$ cat src/sv/hcm_pkg.sv
// Shared types, constants and a helper function for the count heat-map color block.
// Used by every module of the block; it depends on nothing else.
`timescale 1ns / 1ps

package hcm_pkg;

	localparam int COUNT_BITS = 24;
	localparam int FRAC_BITS  = 16;
	localparam int DIV_CELLS  = FRAC_BITS;
	localparam int CFG_IDX_BITS = 2;

	localparam logic [FRAC_BITS:0] ONE = {1'b1, {FRAC_BITS{1'b0}}};
	localparam logic signed [FRAC_BITS+2:0] ONE_S = {2'b00, ONE};
	localparam logic [FRAC_BITS+2:0] TWO_ONE = {1'b0, ONE, 1'b0};

	// Rounded constants of the hue rule, as FRAC_BITS fractions.
	localparam logic [FRAC_BITS-1:0] H65 =
		FRAC_BITS'((65 * (1 << FRAC_BITS) + 50) / 100);
	localparam logic [FRAC_BITS-1:0] THIRD =
		FRAC_BITS'((2 * (1 << FRAC_BITS) + 3) / 6);
	localparam logic [FRAC_BITS-1:0] TWO3 =
		FRAC_BITS'((4 * (1 << FRAC_BITS) + 3) / 6);

	typedef enum logic [CFG_IDX_BITS-1:0] {
		CFG_MIN = 2'd0,
		CFG_MAX = 2'd1
	} cfg_reg_t;

	typedef enum logic [1:0] {
		MODE_MUL  = 2'd0,
		MODE_PASS = 2'd1,
		MODE_ZERO = 2'd2
	} chan_mode_t;

	// One item on its way through the divider chain.
	typedef struct packed {
		logic                   forced;
		logic                   force_one;
		logic [COUNT_BITS-1:0]  rem;
		logic [COUNT_BITS-1:0]  span;
		logic [FRAC_BITS-1:0]   quo;
	} div_item_t;

	typedef struct packed {
		chan_mode_t             mode;
		logic [FRAC_BITS+3:0]   fac;
	} chan_prep_t;

	// Wraps a hue into [0, ONE] and picks the piece of the hue rule.
	function automatic chan_prep_t chan_prep(input logic signed [FRAC_BITS+2:0] g_raw);
		logic signed [FRAC_BITS+2:0] g_w;
		logic signed [FRAC_BITS+2:0] d_s;
		logic [FRAC_BITS:0]   g;
		logic [FRAC_BITS:0]   d;
		logic [FRAC_BITS+3:0] g6;
		logic [FRAC_BITS+1:0] g2;
		logic [FRAC_BITS+2:0] g3;
		chan_prep_t r;
		g_w = g_raw;
		if (g_w < 0)
			g_w = g_w + ONE_S;
		if (g_w > ONE_S)
			g_w = g_w - ONE_S;
		g  = g_w[FRAC_BITS:0];
		g6 = (FRAC_BITS+4)'(g) * (FRAC_BITS+4)'(6);
		g2 = {1'b0, g} << 1;
		g3 = (FRAC_BITS+3)'(g) * (FRAC_BITS+3)'(3);
		d_s = $signed({3'b000, TWO3}) - g_w;
		if (d_s < 0)
			d = '0;
		else
			d = d_s[FRAC_BITS:0];
		if (g6 < (FRAC_BITS+4)'(ONE)) begin
			r.mode = MODE_MUL;
			r.fac  = g6;
		end else if (g2 < (FRAC_BITS+2)'(ONE)) begin
			r.mode = MODE_PASS;
			r.fac  = '0;
		end else if (g3 < TWO_ONE) begin
			r.mode = MODE_MUL;
			r.fac  = (FRAC_BITS+4)'(d) * (FRAC_BITS+4)'(6);
		end else begin
			r.mode = MODE_ZERO;
			r.fac  = '0;
		end
		return r;
	endfunction

endpackage

$ cat src/sv/count_heat_map_color_top.sv
// Top level of the count heat-map color block: configuration registers and the cell chain.
// Instantiates hcm_front, hcm_div_cell and hcm_color; uses hcm_pkg.
`timescale 1ns / 1ps
//
// Maps one 24-bit per-pixel count to an 8-bit RGB heat-map color.
// Input items arrive on s_tvalid/s_tready/s_tdata (the count); results leave on
// m_tvalid/m_tready/m_tdata as red, green and blue bytes. The range bounds
// min_count and max_count are written through cfg_valid/cfg_index/cfg_data,
// which is always ready; write them only while no item is in flight.
// An item passes a front cell that orders the count against the range, a chain
// of 16 divider cells that each produce one bit of t, and four color stages.
// That is 21 registers; the first loads at the accepting edge, the last drives m_tvalid.
// One item is accepted per cycle while m_tready does not stall the chain; the cell chain
// sets that figure, since every cell holds one item and hands it on each unstalled cycle.
// Each stage moves only when the stage after it is empty or moving, so a stall
// on m_tready fills the chain from the output back and then lowers s_tready;
// empty stages keep filling meanwhile. Reset clears both bounds to zero and
// empties the chain.
//

module count_heat_map_color_top (
	input  logic                                 clk,
	input  logic                                 arst_n,
	input  logic                                 s_tvalid,
	output logic                                 s_tready,
	input  logic [hcm_pkg::COUNT_BITS-1:0]       s_tdata,   // [23:0] count
	output logic                                 m_tvalid,
	input  logic                                 m_tready,
	output logic [23:0]                          m_tdata,   // [7:0] red, [15:8] green, [23:16] blue
	input  logic                                 cfg_valid,
	output logic                                 cfg_ready,
	input  logic [hcm_pkg::CFG_IDX_BITS-1:0]     cfg_index,
	input  logic [hcm_pkg::COUNT_BITS-1:0]       cfg_data
);

	localparam int N = hcm_pkg::DIV_CELLS;

	logic [hcm_pkg::COUNT_BITS-1:0] min_count_q;
	logic [hcm_pkg::COUNT_BITS-1:0] max_count_q;

	logic               chain_valid [N+1];
	logic               chain_ready [N+1];
	hcm_pkg::div_item_t chain_data  [N+1];

	logic [7:0] red;
	logic [7:0] green;
	logic [7:0] blue;

	assign cfg_ready = 1'b1;

	always_ff @(posedge clk or negedge arst_n) begin
		if (!arst_n) begin
			min_count_q <= '0;
			max_count_q <= '0;
		end else if (cfg_valid) begin
			case (cfg_index)
				hcm_pkg::CFG_MIN: min_count_q <= cfg_data;
				hcm_pkg::CFG_MAX: max_count_q <= cfg_data;
				default: ;
			endcase
		end
	end

	hcm_front u_front (
		.clk       (clk),
		.arst_n    (arst_n),
		.in_valid  (s_tvalid),
		.in_ready  (s_tready),
		.count     (s_tdata),
		.lo        (min_count_q),
		.hi        (max_count_q),
		.out_valid (chain_valid[0]),
		.out_ready (chain_ready[0]),
		.out_data  (chain_data[0])
	);

	for (genvar i = 0; i < N; i++) begin : g_cell
		hcm_div_cell u_cell (
			.clk       (clk),
			.arst_n    (arst_n),
			.in_valid  (chain_valid[i]),
			.in_ready  (chain_ready[i]),
			.in_data   (chain_data[i]),
			.out_valid (chain_valid[i+1]),
			.out_ready (chain_ready[i+1]),
			.out_data  (chain_data[i+1])
		);
	end

	hcm_color u_color (
		.clk       (clk),
		.arst_n    (arst_n),
		.in_valid  (chain_valid[N]),
		.in_ready  (chain_ready[N]),
		.in_data   (chain_data[N]),
		.out_valid (m_tvalid),
		.out_ready (m_tready),
		.red       (red),
		.green     (green),
		.blue      (blue)
	);

	assign m_tdata = {blue, green, red};

endmodule

$ cat src/sv/hcm_front.sv
// Front cell of the heat-map color block: orders the count against the range.
// Resolves the saturated and equal-bound cases and sets up the division; uses hcm_pkg.
`timescale 1ns / 1ps

module hcm_front (
	input  logic                              clk,
	input  logic                              arst_n,
	input  logic                              in_valid,
	output logic                              in_ready,
	input  logic [hcm_pkg::COUNT_BITS-1:0]    count,
	input  logic [hcm_pkg::COUNT_BITS-1:0]    lo,
	input  logic [hcm_pkg::COUNT_BITS-1:0]    hi,
	output logic                              out_valid,
	input  logic                              out_ready,
	output hcm_pkg::div_item_t                out_data
);

	logic               valid_q;
	hcm_pkg::div_item_t data_q;
	hcm_pkg::div_item_t nxt;

	always_comb begin
		nxt = '0;
		if (hi == lo) begin
			nxt.forced    = 1'b1;
			nxt.force_one = (hi != '0);
		end else if (hi > lo) begin
			if (count <= lo) begin
				nxt.forced = 1'b1;
			end else if (count >= hi) begin
				nxt.forced    = 1'b1;
				nxt.force_one = 1'b1;
			end else begin
				nxt.rem  = count - lo;
				nxt.span = hi - lo;
			end
		end else begin
			// Reversed bounds map decreasing counts to hotter colors.
			if (count >= lo) begin
				nxt.forced = 1'b1;
			end else if (count <= hi) begin
				nxt.forced    = 1'b1;
				nxt.force_one = 1'b1;
			end else begin
				nxt.rem  = lo - count;
				nxt.span = lo - hi;
			end
		end
	end

	assign in_ready  = !valid_q || out_ready;
	assign out_valid = valid_q;
	assign out_data  = data_q;

	always_ff @(posedge clk or negedge arst_n) begin
		if (!arst_n) begin
			valid_q <= 1'b0;
		end else if (in_ready) begin
			valid_q <= in_valid;
		end
	end

	always_ff @(posedge clk) begin
		if (in_ready) begin
			data_q <= nxt;
		end
	end

	a_front_rem_below_span: assert property (@(posedge clk) disable iff (!arst_n)
		(valid_q && !data_q.forced) |-> (data_q.rem < data_q.span))
		else $error("front cell: difference not below span");

endmodule

$ cat src/sv/hcm_div_cell.sv
// One cell of the divider chain: a restoring step that yields one quotient bit.
// Passes the item to its right neighbor each cycle unless the neighbor stalls; uses hcm_pkg.
`timescale 1ns / 1ps

module hcm_div_cell (
	input  logic                 clk,
	input  logic                 arst_n,
	input  logic                 in_valid,
	output logic                 in_ready,
	input  hcm_pkg::div_item_t   in_data,
	output logic                 out_valid,
	input  logic                 out_ready,
	output hcm_pkg::div_item_t   out_data
);

	logic                           valid_q;
	hcm_pkg::div_item_t             data_q;
	hcm_pkg::div_item_t             nxt;
	logic [hcm_pkg::COUNT_BITS:0]   rem2;
	logic [hcm_pkg::COUNT_BITS:0]   diff;
	logic                           take;

	always_comb begin
		rem2 = {in_data.rem, 1'b0};
		diff = rem2 - {1'b0, in_data.span};
		take = (rem2 >= {1'b0, in_data.span});
		nxt  = in_data;
		nxt.rem = take ? diff[hcm_pkg::COUNT_BITS-1:0] : rem2[hcm_pkg::COUNT_BITS-1:0];
		nxt.quo = {in_data.quo[hcm_pkg::FRAC_BITS-2:0], take};
	end

	assign in_ready  = !valid_q || out_ready;
	assign out_valid = valid_q;
	assign out_data  = data_q;

	always_ff @(posedge clk or negedge arst_n) begin
		if (!arst_n) begin
			valid_q <= 1'b0;
		end else if (in_ready) begin
			valid_q <= in_valid;
		end
	end

	always_ff @(posedge clk) begin
		if (in_ready) begin
			data_q <= nxt;
		end
	end

	a_cell_rem_below_span: assert property (@(posedge clk) disable iff (!arst_n)
		(valid_q && !data_q.forced) |-> (data_q.rem < data_q.span))
		else $error("divider cell: partial remainder not below span");

endmodule

$ cat src/sv/hcm_color.sv
// Color stages of the heat-map block: hue from t, hue rule per channel, scale to bytes.
// Four registered stages after the divider chain; uses hcm_pkg.
`timescale 1ns / 1ps

module hcm_color (
	input  logic                 clk,
	input  logic                 arst_n,
	input  logic                 in_valid,
	output logic                 in_ready,
	input  hcm_pkg::div_item_t   in_data,
	output logic                 out_valid,
	input  logic                 out_ready,
	output logic [7:0]           red,
	output logic [7:0]           green,
	output logic [7:0]           blue
);

	localparam int F = hcm_pkg::FRAC_BITS;

	logic v1_q, v2_q, v3_q, v4_q;
	logic rdy1, rdy2, rdy3, rdy4;

	logic [F:0]      t_in;
	logic [F:0]      one_minus_t;
	logic [2*F:0]    h_prod;
	logic [F:0]      t_s1;
	logic [F-1:0]    h_s1;

	logic signed [F+2:0]   g_raw [3];
	hcm_pkg::chan_prep_t   prep  [3];
	logic [F:0]            t_s2;
	hcm_pkg::chan_prep_t   prep_s2 [3];

	logic [2*F+4:0]  prod  [3];
	logic [F:0]      x_nxt [3];
	logic [F:0]      x_s3  [3];

	logic [F+8:0]    scaled [3];
	logic [7:0]      byte_s4 [3];

	assign rdy4     = !v4_q || out_ready;
	assign rdy3     = !v3_q || rdy4;
	assign rdy2     = !v2_q || rdy3;
	assign rdy1     = !v1_q || rdy2;
	assign in_ready = rdy1;

	// Stage 1: pick t and form the hue 0.65 * (1 - t).
	always_comb begin
		if (in_data.forced)
			t_in = in_data.force_one ? hcm_pkg::ONE : '0;
		else
			t_in = {1'b0, in_data.quo};
		one_minus_t = hcm_pkg::ONE - t_in;
		h_prod = (2*F+1)'(hcm_pkg::H65) * (2*F+1)'(one_minus_t);
	end

	// Stage 2: red, green and blue hues, wrapped, and the piece of the rule.
	always_comb begin
		g_raw[0] = $signed({3'b000, h_s1}) + $signed({3'b000, hcm_pkg::THIRD});
		g_raw[1] = $signed({3'b000, h_s1});
		g_raw[2] = $signed({3'b000, h_s1}) - $signed({3'b000, hcm_pkg::THIRD});
		for (int i = 0; i < 3; i++) begin
			prep[i] = hcm_pkg::chan_prep(g_raw[i]);
		end
	end

	// Stage 3: channel fraction, limited to one.
	always_comb begin
		for (int i = 0; i < 3; i++) begin
			prod[i] = (2*F+5)'(t_s2) * (2*F+5)'(prep_s2[i].fac);
			case (prep_s2[i].mode)
				hcm_pkg::MODE_MUL: begin
					if (prod[i][2*F+4:F] > (F+5)'(hcm_pkg::ONE))
						x_nxt[i] = hcm_pkg::ONE;
					else
						x_nxt[i] = prod[i][2*F:F];
				end
				hcm_pkg::MODE_PASS: x_nxt[i] = t_s2;
				default:            x_nxt[i] = '0;
			endcase
		end
	end

	// Stage 4: floor(x * 255) as a shift and subtract.
	always_comb begin
		for (int i = 0; i < 3; i++) begin
			scaled[i] = {x_s3[i], 8'h00} - (F+9)'(x_s3[i]);
		end
	end

	always_ff @(posedge clk or negedge arst_n) begin
		if (!arst_n) begin
			v1_q <= 1'b0;
			v2_q <= 1'b0;
			v3_q <= 1'b0;
			v4_q <= 1'b0;
		end else begin
			if (rdy1) v1_q <= in_valid;
			if (rdy2) v2_q <= v1_q;
			if (rdy3) v3_q <= v2_q;
			if (rdy4) v4_q <= v3_q;
		end
	end

	always_ff @(posedge clk) begin
		if (rdy1) begin
			t_s1 <= t_in;
			h_s1 <= h_prod[2*F-1:F];
		end
		if (rdy2) begin
			t_s2 <= t_s1;
			for (int i = 0; i < 3; i++) prep_s2[i] <= prep[i];
		end
		if (rdy3) begin
			for (int i = 0; i < 3; i++) x_s3[i] <= x_nxt[i];
		end
		if (rdy4) begin
			for (int i = 0; i < 3; i++) byte_s4[i] <= scaled[i][F+7:F];
		end
	end

	assign out_valid = v4_q;
	assign red       = byte_s4[0];
	assign green     = byte_s4[1];
	assign blue      = byte_s4[2];

	a_t_in_range: assert property (@(posedge clk) disable iff (!arst_n)
		v1_q |-> (t_s1 <= hcm_pkg::ONE))
		else $error("color: t above one");

	a_x_in_range: assert property (@(posedge clk) disable iff (!arst_n)
		v3_q |-> ((x_s3[0] <= hcm_pkg::ONE) && (x_s3[1] <= hcm_pkg::ONE)
			&& (x_s3[2] <= hcm_pkg::ONE)))
		else $error("color: channel fraction above one");

endmodule
$ cat config.mk
export PLATFORM = sky130hd
export DESIGN_NAME = count_heat_map_color_top
export DESIGN_NICKNAME = d
export VERILOG_FILES = /design/src/sv/hcm_pkg.sv /design/src/sv/count_heat_map_color_top.sv /design/src/sv/hcm_front.sv /design/src/sv/hcm_div_cell.sv /design/src/sv/hcm_color.sv
export SDC_FILE = /design/constraint.sdc
export NUM_CORES = 2
export LEC_CHECK = 0
export ABC_CLOCK_PERIOD_IN_PS = 17600
export BUFFER_PORTS_ARGS = -buffer_cell sky130_fd_sc_hd__buf_2
export CORE_MARGIN = 3
export CORE_UTILIZATION = 60
export CTS_BUF_LIST = sky130_fd_sc_hd__clkbuf_2 sky130_fd_sc_hd__clkbuf_4 sky130_fd_sc_hd__clkbuf_8
export DETAILED_ROUTE_END_ITERATION = 10
export PLACE_DENSITY = 0.76
export SYNTH_ARGS = -nofsm -noshare
export SYNTH_HDL_FRONTEND = slang
export SYNTH_SLANG_ARGS = --single-unit
$ cat constraint.sdc
create_clock -name clk -period 17.6 [get_ports clk]
set_input_delay 3.52 -clock clk [delete_from_list [all_inputs] [get_ports clk]]
set_output_delay 3.52 -clock clk [all_outputs]
set_load 0.05 [all_outputs]
==> results.py <==
metrics = {
    "setup_path": {
        "rr_endpoint": "u_color.h_s1[14]",
        "critPathKind": "primary input to primary output",
        "critical_path.max_fanout": 57,
        "critPathTopFamily": "simple AND/OR/NAND/NOR gates",
        "arrival_ps": 8180,
        "critPathBufInv": 8,
        "reg2reg_slack_ps": 8610,
        "cp_common_cell": "buf_4",
        "crit_path_top_delay_cell": "nor3_1",
        "start_kind": "primary input",
        "crit_required_ps": 14080,
        "worst_path_largest_cell_delay_ps": 570,
        "crit_chain": "buf_2 > nor2b_1 > nand2_2 > buf_4 > nor2_1 > and2_1 > inv_2 > nor3_1 > nand3_2 > buf_4 > nor2_1 > nand3_2 > buf_4 > inv_1 > nand3_2 > buf_4 > buf_2",
        "rr_worst_depth": 29,
        "crit_path_end_kind": "primary output",
        "reg2reg_from": "g_cell[15].u_cell.out_data[65]",
    },
    "synth": {
        "syn_area_um2": 106000,
        "yosysWarnings": 0,
        "synth_edf_count": 1125,
        "synthCells": 10500,
        "async_flop_share": 0.0578,
        "synth_cell_types": 101,
        "synth.avg_cell_area_um2": 10.1,
        "ys_ff_latch": 1194,
        "ys.flop_type": "edfxtp_1",
        "synth-seq-area-share": 0.334,
    },
    "placement": {
        "place.gp.congestion": 0.935,
        "numPortBuffers": 80,
        "hpwlAfterDp_mm": 184,
        "dp.cells": 12600,
    },
    "clocking": {
        "postCtsSetupRepairBufs": 0,
        "numClockSinks": 1194,
        "clkTransAtPathRegs_ps": 60,
        "htreeDepth": 4,
        "insertion_delay_ps": 930,
        "cts_resized": 0,
        "cts_hold_buf": 0,
        "ctsLongestPathBuffers": 3,
        "cts_tree": "yes",
        "clockRootBuffer": "clkbuf_8",
        "cts_buffers": 199,
    },
    "grt": {
        "grt_usage": 0.268,
        "grt_overflow_total": 0,
        "grt_max_degree": 66,
        "grt_pass1_wl_mm": 394,
        "grt_pass1_vias": 78700,
        "antenna_found_initial": 3,
    },
    "sta": {
        "finalHoldViolations": 0,
        "tns_ps": 0,
        "slew_headroom": 0.162,
        "maxSlewViolCount": 0,
        "layout_min_cycle_time_ps": 11700,
        "period_share": 0.665,
        "setup_violations": 0,
        "tightest_slew_ps": 1230,
        "fin_worst_skew_ps": 52.1,
        "fmax_ghz": 0.0855,
        "rsz0062_at_grt": "no",
    },
    "floorplan": {
        "die_h_um": 427,
        "coreArea_um2": 175000,
        "num_rows": 153,
        "die_area_um2": 182000,
        "io_pins": 82,
        "die_w_um": 427,
        "initial_core_util": 0.607,
    },
    "routing": {
        "wl_met2_mm": 120,
        "dr.pass1.iters": 8,
        "met3_length_mm": 13.4,
        "ant_nets": 0,
        "met1_length_mm": 94.6,
        "via_per_inst": 5.76,
        "wire_per_inst_um": 18.4,
        "drc": 0,
        "top_layer_used": "met5",
        "wl_mm": 239,
        "drtIter0Drc": 4928,
        "vias": 75000,
    },
    "flow_run": {
        "max_cap_viol_count": 0,
    },
    "finish": {
        "final_common_cell": "inv_1",
        "drive_gt1_frac": 0.0674,
        "multi_input_area_um2": 63000,
        "num-fill-cells": 13600,
        "regArea_um2": 35500,
        "layout.nets": 12600,
        "syn_to_final_growth_pct": 6.46,
        "fin_cells": 13000,
        "final_cell_mix": "inv_1, ha_1, edfxtp_1",
    },
    "worst_hold_path": {
        "hold_path.class": "register to register",
        "holdCritStartpoint": "g_cell[8].u_cell.out_data[8]",
        "hold_end": "g_cell[9].u_cell.out_data[9]",
        "whs_path_depth": 0,
    },
    "status": {
        "status": "finished clean",
    },
}
synth_stat cells (102+ instances only):
cell type / count / area (um^2)
nor2_1: 522 / 1960
clkbuf_1: 285 / 1070
nand2_1: 884 / 3320
ha_1: 1166 / 14600
a21oi_1: 644 / 3220
nor2b_1: 127 / 795
mux2_2: 128 / 1440
nand2b_1: 102 / 638
xor2_1: 178 / 1560
o21ai_0: 298 / 1490
fa_1: 840 / 16800
edfxtp_1: 1125 / 33800
inv_1: 1755 / 6590
and2_1: 438 / 2740
xnor2_1: 348 / 3050
a21o_1: 275 / 2060
nor3_1: 123 / 616
state kept, by name (all words and copies together) (netlist names), 16 cells and up:
signal and cells:
max_count_q 24, u_color.byte_s4 24, u_color.t_s2 17, u_front.out_data 50, u_color.t_s1 17, g_cell.u_cell.out_data 888, u_color.x_s3 51, min_count_q 24
g_cell.u_cell.out_valid 16, u_color.prep_s2 62, u_color.h_s1 16
routing by layer:
metal	track usage	vias to the layer above
li1	-	35400
met4	0.123	2
met1	0.323	36500
met3	0.0377	677
met5	0	-
met2	0.475	2344
cells by family after synthesis:
| kind of cell | after synthesis | synth area share |
|---|---|---|
| compound gates | 1915 | 0.117 |
| xor+xnor | 526 | 0.0434 |
| fa+ha+maj | 2006 | 0.296 |
| buf+inv | 2060 | 0.0731 |
| flops | 1194 | 0.334 |
| mux | 144 | 0.0151 |
| other cells | 2 | 0.0000707 |
| simple gates | 2625 | 0.121 |
cell type report:
| class | count | area share |
|---|---|---|
| Tap cell | 2325 | 0.0257 |
| Sequential cell | 1194 | 0.314 |
| Inverter | 1757 | 0.0583 |
| Multi-Input combinational cell | 7221 | 0.558 |
| Timing Repair Buffer | 140 | 0.00755 |
| Clock buffer | 274 | 0.0295 |
| Clock inverter | 91 | 0.00685 |
| Antenna cell | 4 | 0.0000886 |
how the worst max path moves through the flow:
stage,start,endpoint,slack [ps],depth (start not counted)
after floorplan,m_tready,s_tready,2350,11
after global placement,m_tready,s_tready,5900,17
after detailed placement,m_tready,s_tready,5940,17
after CTS,m_tready,s_tready,5880,17
after global routing,m_tready,s_tready,5420,17
final,m_tready,s_tready,5900,17
per-stage QoR:
stage	hold WS, ps	setup WS (ps)	util	cell area (um^2)
final	401	5900	0.646	113000
after global routing	414	5420	0.646	113000
after CTS	412	5880	0.646	113000
after detailed placement	405	5940	0.622	109000
after global placement	401	5900	0.622	109000
after floorplan	400	2350	-	106000
Power is left out: the tool's default activity adds up to more than one toggle a clock period on the data nets, which glitch-free logic cannot reach.
